--- src/design/cpfq_pkg.sv ---
// Shared types and constants of the CAN priority frame queue.
package cpfq_pkg;

  localparam int ID_W        = 11;
  localparam int DLC_W       = 4;
  localparam int DATA_W      = 64;
  localparam int RES_W       = 5;
  localparam int MAX_RESULTS = 16;
  localparam int SCORE_W     = 13;

  localparam logic [SCORE_W-1:0] RR_OFFSET = 13'h1000;

  localparam logic OP_SEND     = 1'b0;
  localparam logic OP_RECEIVE  = 1'b1;
  localparam logic STAT_OK     = 1'b0;
  localparam logic STATUS_FULL = 1'b1;

  typedef struct packed {
    logic [ID_W-1:0]   id;
    logic [DLC_W-1:0]  dlc;
    logic [DATA_W-1:0] data;
  } entry_t;

  typedef struct packed {
    logic            vld;
    logic            first;
    logic            shift;
    logic [ID_W-1:0] pivot;
  } scan_ctl_t;

endpackage

--- src/design/cpfq_mem.sv ---
// Frame store: one write port, one registered read port.
module cpfq_mem #(
  parameter int DEPTH  = 16,
  parameter int ADDR_W = 4
) (
  input  logic                  clk,
  input  logic                  we,
  input  logic [ADDR_W-1:0]     waddr,
  input  cpfq_pkg::entry_t      wdata,
  input  logic [ADDR_W-1:0]     raddr,
  output cpfq_pkg::entry_t      rdata
);

  cpfq_pkg::entry_t mem [DEPTH];

  always_ff @(posedge clk) begin
    if (we) begin
      mem[waddr] <= wdata;
    end
    rdata <= mem[raddr];
  end

endmodule

--- src/design/cpfq_scan.sv ---
// Shared score compare unit: keeps the lowest-score entry seen during a scan.
module cpfq_scan #(
  parameter int IDX_W = 4
) (
  input  logic                  clk,
  input  cpfq_pkg::scan_ctl_t   ctl,
  input  logic [IDX_W-1:0]      idx,
  input  cpfq_pkg::entry_t      word,
  output cpfq_pkg::entry_t      best,
  output logic [IDX_W-1:0]      best_idx
);

  logic [cpfq_pkg::SCORE_W-1:0] best_score;
  logic [cpfq_pkg::SCORE_W-1:0] score;
  logic                         hit;

  always_comb begin
    hit   = ctl.shift && (word.id <= ctl.pivot);
    score = {2'b00, word.id} + (hit ? cpfq_pkg::RR_OFFSET : '0);
  end

  // strict compare keeps the earliest arrival on equal scores
  always_ff @(posedge clk) begin
    if (ctl.vld && (ctl.first || (score < best_score))) begin
      best_score <= score;
      best       <= word;
      best_idx   <= idx;
    end
  end

endmodule

--- src/design/can_priority_frame_queue_core.sv ---
// Top level of the CAN priority frame queue: sequencer, store and compare unit.
//
//   channel   direction  handshake                 payload
//   command   in         start, busy               operation, frame_id, frame_dlc,
//                                                  frame_data, request_count
//   config    in         cfg_valid, cfg_ready      cfg_data (round-robin enable)
//   result    out        result_valid (strobe)     status, frame_valid, out_id, out_dlc,
//                                                  out_data, remaining, last
//
// A send gives its result in the cycle after start; busy stays low.
// A receive leaves idle on start, then for each returned frame scans the held entries and
// emits the best one through the single store read port, then compacts the entries above
// it unless it was the last held entry.
// An empty receive or a full send answers in the cycle after start.
// Synchronous reset empties the queue; no clearing pass is needed.
// Results are strobed for one cycle and cannot be held off.
module can_priority_frame_queue_core #(
  parameter int CAPACITY = 16
) (
  input  logic                            clk,
  input  logic                            rst,
  input  logic                            start,
  output logic                            busy,
  input  logic                            operation,
  input  logic [cpfq_pkg::ID_W-1:0]       frame_id,
  input  logic [cpfq_pkg::DLC_W-1:0]      frame_dlc,
  input  logic [cpfq_pkg::DATA_W-1:0]     frame_data,
  input  logic [cpfq_pkg::RES_W-1:0]      request_count,
  input  logic                            cfg_valid,
  output logic                            cfg_ready,
  input  logic                            cfg_data,
  output logic                            result_valid,
  output logic                            status,
  output logic                            frame_valid,
  output logic [cpfq_pkg::ID_W-1:0]       out_id,
  output logic [cpfq_pkg::DLC_W-1:0]      out_dlc,
  output logic [cpfq_pkg::DATA_W-1:0]     out_data,
  output logic [cpfq_pkg::RES_W-1:0]      remaining,
  output logic                            last
);

  localparam int IDX_W = $clog2(CAPACITY);
  localparam int CNT_W = $clog2(CAPACITY + 1);
  localparam int EXT_W = CNT_W + cpfq_pkg::RES_W;

  typedef enum logic [2:0] {
    ST_IDLE,
    ST_SCAN,
    ST_WAIT,
    ST_EMIT,
    ST_SHIFT,
    ST_DRAIN
  } state_t;

  state_t                       state;
  logic [CNT_W-1:0]             occ;
  logic [CNT_W-1:0]             occ_final;
  logic [cpfq_pkg::RES_W-1:0]   n_q;
  logic [cpfq_pkg::RES_W-1:0]   k_q;
  logic [IDX_W-1:0]             ptr;
  logic                         shift_q;
  logic [cpfq_pkg::ID_W-1:0]    pivot_q;
  logic                         rr_en;
  logic                         served_valid;
  logic [cpfq_pkg::ID_W-1:0]    last_served;
  logic                         rd_vld;
  logic [IDX_W-1:0]             rd_idx;
  logic                         wb_pend;
  logic [IDX_W-1:0]             wb_addr;

  logic                         mem_we;
  logic [IDX_W-1:0]             mem_waddr;
  cpfq_pkg::entry_t             mem_wdata;
  logic [IDX_W-1:0]             mem_raddr;
  cpfq_pkg::entry_t             mem_rdata;
  cpfq_pkg::scan_ctl_t          scan_ctl;
  cpfq_pkg::entry_t             best;
  logic [IDX_W-1:0]             best_idx;

  logic                         full;
  logic [IDX_W-1:0]             ptr_inc;
  logic [CNT_W-1:0]             occ_dec;
  logic [CNT_W-1:0]             occ_inc;
  logic [EXT_W-1:0]             req_ext;
  logic [EXT_W-1:0]             occ_ext;
  logic [EXT_W-1:0]             n_min;
  logic [EXT_W-1:0]             n_cap;
  logic [cpfq_pkg::RES_W-1:0]   n_take;
  logic [EXT_W-1:0]             occ_rem_ext;
  logic [EXT_W-1:0]             inc_rem_ext;
  logic [EXT_W-1:0]             fin_rem_ext;
  logic                         is_last;

  always_comb begin
    full        = (occ == CNT_W'(CAPACITY));
    ptr_inc     = ptr + IDX_W'(1);
    occ_dec     = occ - CNT_W'(1);
    occ_inc     = occ + CNT_W'(1);
    req_ext     = {{CNT_W{1'b0}}, request_count};
    occ_ext     = {{cpfq_pkg::RES_W{1'b0}}, occ};
    n_min       = (req_ext < occ_ext) ? req_ext : occ_ext;
    n_cap       = (n_min > EXT_W'(cpfq_pkg::MAX_RESULTS)) ?
                  EXT_W'(cpfq_pkg::MAX_RESULTS) : n_min;
    n_take      = n_cap[cpfq_pkg::RES_W-1:0];
    occ_rem_ext = {{cpfq_pkg::RES_W{1'b0}}, occ};
    inc_rem_ext = {{cpfq_pkg::RES_W{1'b0}}, occ_inc};
    fin_rem_ext = {{cpfq_pkg::RES_W{1'b0}}, occ_final};
    is_last     = ((k_q + cpfq_pkg::RES_W'(1)) == n_q);
  end

  always_comb begin
    mem_we    = wb_pend ||
                ((state == ST_IDLE) && start && (operation == cpfq_pkg::OP_SEND) && !full);
    mem_waddr = wb_pend ? wb_addr : occ[IDX_W-1:0];
    mem_wdata = wb_pend ? mem_rdata :
                cpfq_pkg::entry_t'{id: frame_id, dlc: frame_dlc, data: frame_data};
    mem_raddr = (state == ST_SHIFT) ? ptr_inc : ptr;
    scan_ctl  = '{vld: rd_vld, first: (rd_idx == '0), shift: shift_q, pivot: pivot_q};
  end

  assign busy      = (state != ST_IDLE);
  assign cfg_ready = 1'b1;

  cpfq_mem #(
    .DEPTH  (CAPACITY),
    .ADDR_W (IDX_W)
  ) u_mem (
    .clk   (clk),
    .we    (mem_we),
    .waddr (mem_waddr),
    .wdata (mem_wdata),
    .raddr (mem_raddr),
    .rdata (mem_rdata)
  );

  cpfq_scan #(
    .IDX_W (IDX_W)
  ) u_scan (
    .clk      (clk),
    .ctl      (scan_ctl),
    .idx      (rd_idx),
    .word     (mem_rdata),
    .best     (best),
    .best_idx (best_idx)
  );

  always_ff @(posedge clk) begin
    if (rst) begin
      state        <= ST_IDLE;
      occ          <= '0;
      rr_en        <= 1'b0;
      served_valid <= 1'b0;
      last_served  <= '0;
      result_valid <= 1'b0;
      rd_vld       <= 1'b0;
      wb_pend      <= 1'b0;
    end else begin
      result_valid <= 1'b0;
      wb_pend      <= 1'b0;
      rd_vld       <= (state == ST_SCAN);
      rd_idx       <= ptr;
      if (cfg_valid && cfg_ready) begin
        rr_en <= cfg_data;
      end
      unique case (state)
        ST_IDLE: begin
          if (start) begin
            result_valid <= 1'b1;
            frame_valid  <= 1'b0;
            out_id       <= '0;
            out_dlc      <= '0;
            out_data     <= '0;
            last         <= 1'b1;
            status       <= cpfq_pkg::STAT_OK;
            remaining    <= occ_rem_ext[cpfq_pkg::RES_W-1:0];
            if (operation == cpfq_pkg::OP_SEND) begin
              if (full) begin
                status <= cpfq_pkg::STATUS_FULL;
              end else begin
                occ       <= occ_inc;
                remaining <= inc_rem_ext[cpfq_pkg::RES_W-1:0];
              end
            end else if (n_take != '0) begin
              result_valid <= 1'b0;
              n_q          <= n_take;
              k_q          <= '0;
              occ_final    <= occ - n_cap[CNT_W-1:0];
              shift_q      <= rr_en && served_valid;
              pivot_q      <= last_served;
              ptr          <= '0;
              state        <= ST_SCAN;
            end
          end
        end
        ST_SCAN: begin
          if (CNT_W'(ptr) == occ_dec) begin
            state <= ST_WAIT;
          end else begin
            ptr <= ptr_inc;
          end
        end
        ST_WAIT: begin
          state <= ST_EMIT;
        end
        ST_EMIT: begin
          result_valid <= 1'b1;
          status       <= cpfq_pkg::STAT_OK;
          frame_valid  <= 1'b1;
          out_id       <= best.id;
          out_dlc      <= best.dlc;
          out_data     <= best.data;
          remaining    <= fin_rem_ext[cpfq_pkg::RES_W-1:0];
          last         <= is_last;
          k_q          <= k_q + cpfq_pkg::RES_W'(1);
          occ          <= occ_dec;
          if (is_last && rr_en) begin
            last_served  <= best.id;
            served_valid <= 1'b1;
          end
          if (CNT_W'(best_idx) < occ_dec) begin
            ptr   <= best_idx;
            state <= ST_SHIFT;
          end else if (is_last) begin
            state <= ST_IDLE;
          end else begin
            ptr   <= '0;
            state <= ST_SCAN;
          end
        end
        ST_SHIFT: begin
          wb_pend <= 1'b1;
          wb_addr <= ptr;
          if (CNT_W'(ptr) == occ_dec) begin
            state <= ST_DRAIN;
          end else begin
            ptr <= ptr_inc;
          end
        end
        ST_DRAIN: begin
          if (k_q == n_q) begin
            state <= ST_IDLE;
          end else begin
            ptr   <= '0;
            state <= ST_SCAN;
          end
        end
        default: begin
          state <= ST_IDLE;
        end
      endcase
    end
  end

endmodule

--- config.mk ---
export PLATFORM = sky130hd
export DESIGN_NAME = can_priority_frame_queue_core
export DESIGN_NICKNAME = d
export VERILOG_FILES = /design/src/design/cpfq_pkg.sv /design/src/design/cpfq_mem.sv /design/src/design/cpfq_scan.sv /design/src/design/can_priority_frame_queue_core.sv
export SDC_FILE = /design/constraint.sdc
export NUM_CORES = 2
export LEC_CHECK = 0
export ABC_AREA = 1
export BUFFER_PORTS_ARGS = -buffer_cell sky130_fd_sc_hd__buf_2
export CORE_ASPECT_RATIO = 1.1
export CORE_UTILIZATION = 40
export CTS_CLUSTER_SIZE = 30
export DETAILED_ROUTE_END_ITERATION = 12
export GPL_ROUTABILITY_DRIVEN = 0
export PLACE_DENSITY = 0.6
export SYNTH_ARGS = -nofsm -noshare
export SYNTH_HDL_FRONTEND = slang
export SYNTH_SLANG_ARGS = --single-unit
--- constraint.sdc ---
create_clock -name clk -period 12.7 [get_ports clk]
set_clock_uncertainty 0.05 [all_clocks]
set_input_delay 2.54 -clock clk [delete_from_list [all_inputs] [get_ports clk]]
set_output_delay 2.54 -clock clk [all_outputs]
set_load 0.01 [all_outputs]
==> key figures <==
Worst setup path
  • Worst setup SP type: input port
  • Reg2Reg Depth: 12
  • Critical Path Fanout Max: 60
  • CP startpoint: start
  • CP arrival: 5.73 ns
  • Worst r2r dst: u_mem.rdata[69]$_DFF_P_
  • Reg2reg setup slack: 7.99 ns
  • Worst endpoint required time: roughly 13 ns
  • Element type at the critical path end: flop
  • Reg2reg start: state[1]$_SDFFE_PP0P_
  • CP Class: in -> reg
  • Setup crit end: u_mem.mem[2][48]$_DFFE_PP_

Clock network
  • Post-CTS Setup Inserts: 0
  • Cts hold-fix bufs: 0
  • H-tree levels: 4
  • CTS tree: done
  • Post-CTS Resized: 0
  • CTS Buf Count: 156
  • Clock buffer depth: 3
  • CTS root buffer: clkbuf_16
  • Worst-path clk slew: 0.06 ns
  • CTS sink cnt: between 1500 and 2000
  • Skew-Pair Late Insertion Delay: 0.79 ns

Timing
  • Worst Slack Setup Final: 7.32 ns
  • Worst-margin pin slew: 1.15 ns
  • Final period utilization: between 40% and 50%
  • Worst slew margin: 23.0%
  • Final Max Slew Viols: 0
  • Setup tns final: 0 ns
  • Peak Freq: ~190 MHz
  • Final setup viols: 0
  • RSZ-0062 raised after global routing: no
  • Final min period: 5.38 ns
  • Final hold viol count: 0

Detailed routing
  • Via count: 37400
  • Drt drc: 0
  • Met1 wire length: 67600 um
  • WL/cell: about 23 um
  • Antenna Nets Post-Route: 0
  • Met3 Routed Length: 9430 um
  • Vias per Instance: about 5.5
  • TritonRoute pass-1 iters: 5
  • Routed WL: 156000 um
  • First DRT Iteration DRCs: roughly 3600
  • DR top layer: met5
  • Met2 routed WL: about 74000 um

Power
  • Gate power share: 9.7%
  • Power density cells: ~170 nW/um2
  • Internal power: 8.73 mW
  • Leak: 23.3 nW
  • Clock power frac: 38.6%
  • NetSw: 2.88 mW
  • Sw Share: about a quarter
  • Power Total: 11.6 mW
  • Sequential share of power: 51.7%
  • Worst vdd ir: about 0.14 mV

Synthesis
  • Synth area leader: edfxtp_1
  • Post-Syn Area: 61200 um2
  • Number of synthesized flops with an enable pin: 1474
  • Top FF cell, synth: edfxtp_1
  • Compound-cell area share of the yosys netlist: between 10% and 20%
  • Cells after Synth: roughly 4500
  • Seq/Total Area, Yosys: roughly 76%
  • Number of synthesized register bits: 1577
  • Post-Synth Simple-Gate Area: 8.20%
  • Post-Synth XOR/XNOR Area: 0.215%
  • Count leader, synth: edfxtp_1
  • Syn nets: 4674
  • Post-synth top cells: edfxtp_1 (1474), nor2_1 (688), o21ai_0 (555), nand2_1 (440), o221ai_1 (170)
  • Synth Area in Adders: 0.809%
  • Largest family of logic cells by synthesized area: compound AO/OA/AOI/OAI gates
  • Synth cell types: 43
  • Post-synth top area share: 72.3%
  • YS warnings: 0
  • Synth Area per Inst: 13.5 um2
  • Mux cell area share after synthesis: 0%
  • Ys async rst share: 0%
  • Ranking of synthesized cells by area: edfxtp_1 (72%), o21ai_0 (4.5%), nor2_1 (4.2%), dfxtp_1 (3.4%), nand2_1 (2.7%)

Global route
  • GR Util All Layers: 19.9%
  • Initial antenna violation count: 5
  • Vias in the first global route: 36100
  • Pin count of the biggest net entering global routing: about 230
  • First-pass GRT wire length: 231000 um
  • GR Overflow Total: 0

Run
  • Max_cap viols: 0

Floorplan
  • Placeable Area: 152000 um2
  • Rows: 150
  • IO Count: 180
  • Die X: 375 um
  • Die ar.: about 150000 um2
  • Starting density of the core: 40.3%
  • DIE HEIGHT: between 400 and 500 um

Layout
  • Layout fillers: 13500
  • Post-layout util: 45.3%
  • Final net count: approximately 4800
  • Area Overhead vs Synth: 12.5%
  • Fraction of layout cells with a size suffix above 1: 10.5%
  • Layout Cells excl Fill: 6754

Placement
  • Dpl ws: 6.61 ns
  • DP HPWL: 78400 um
  • Post-Place Cells: about 6500
  • IO Port Bufs: 178

Min path
  • Hold Crit Class: reg -> reg

Outcome
  • Status: finished clean
-- routing by layer --
metal  vias up  global-route usage (%)
met5         -                       0
met4         2                    6.65
met3       234                    3.22
met2      1207                    32.4
met1     18900                    27.0
li1      17000                       -
-- placed cells by master (no fill, tap or decap), types with 73 or more instances in the layout --
master,netlist,routed
o22ai_1,79,79
o221ai_1,170,170
o21ai_1,100,100
buf_2,121,178
o211ai_1,143,143
nand3_1,116,116
edfxtp_1,1474,1474
clkbuf_16,0,157
nand2_1,440,440
nor2_1,688,678
o21bai_1,73,73
inv_1,160,158
dfxtp_1,103,102
o21ai_0,555,555
-- flip-flops by register name, indices dropped and copies added (netlist names), 2 cells and up --
| signal | count |
|---|---|
| k_q | 5 |
| last_served | 11 |
| n_q | 5 |
| occ | 5 |
| occ_final | 5 |
| out_data | 64 |
| out_dlc | 4 |
| out_id | 11 |
| pivot_q | 11 |
| ptr | 4 |
| rd_idx | 4 |
| remaining | 5 |
| state | 3 |
| u_mem.mem | 1264 |
| u_mem.rdata | 79 |
| u_scan.best | 78 |
| u_scan.best_idx | 4 |
| u_scan.best_score | 2 |
| wb_addr | 4 |
-- how the worst min path moves through the flow --
stage | cells after the start | to | slack, ns | startpoint
5_1_grt | 0 | u_scan.best[8]$_DFFE_PP_ | 0.38 | u_mem.rdata[8]$_DFF_P_
3_3_place_gp | 0 | u_scan.best[12]$_DFFE_PP_ | 0.36 | u_mem.rdata[12]$_DFF_P_
2_1_floorplan | 0 | pivot_q[0]$_DFFE_PP_ | 0.36 | last_served[0]$_SDFFE_PP0P_
6_report | 0 | u_scan.best[46]$_DFFE_PP_ | 0.38 | u_mem.rdata[46]$_DFF_P_
3_5_place_dp | 0 | u_scan.best[6]$_DFFE_PP_ | 0.36 | u_mem.rdata[6]$_DFF_P_
4_1_cts | 0 | u_scan.best[0]$_DFFE_PP_ | 0.38 | u_mem.rdata[0]$_DFF_P_
-- metrics by stage --
step           area (um2)  hold WS (ns)
2_1_floorplan       61200         0.359
3_3_place_gp        63900         0.361
3_5_place_dp        63900         0.364
4_1_cts             68900         0.376
5_1_grt             68900         0.380
6_report            68900         0.378
-- kinds of logic (layout without fill, tap and decap cells) --
group                    Yosys count  after routing
XOR/XNOR                          15             15
flip-flops                      1577           1577
AND/OR/NAND/NOR                 1277           1277
AO/OA/AOI/OAI                   1175           1175
buffers and inverters            461            693
other                              1              2
adder cells (fa/ha/maj)           39             39
-- area by class of cell --
class | count | area (um2) | area share (%)
Tap cell | 1976 | 2470 | 3.59
Multi-Input combinational cell | 2507 | 13000 | 18.9
Antenna cell | 1 | 2.50 | 0.00363
Clock buffer | 227 | 4350 | 6.32
Timing Repair Buffer | 237 | 1410 | 2.05
Inverter | 165 | 652 | 0.947
Clock inverter | 64 | 596 | 0.865
Sequential cell | 1577 | 46300 | 67.3
-- power by group through the flow --
stage               registers, mW  logic, mW  clock network [mW]
floorplan                    6.10      0.731                   0
global placement             6.11       1.11                   0
detailed placement           6.11       1.12                   0
CTS                          6.00       1.13                4.57
global route                 6.02       1.24                4.75
finish                       6.00       1.12                4.49
-- worst max-delay path, stage by stage --
cell,delay [ns]
buf_2,0.11
inv_1,0.04
nor2_1,0.09
inv_1,0.09
nor2_1,0.44
nor2_1,0.31
inv_1,0.17
nand2_1,0.23
nor2_4,0.65
buf_4,0.98
Note: power is estimated with default switching activity, not from simulation.
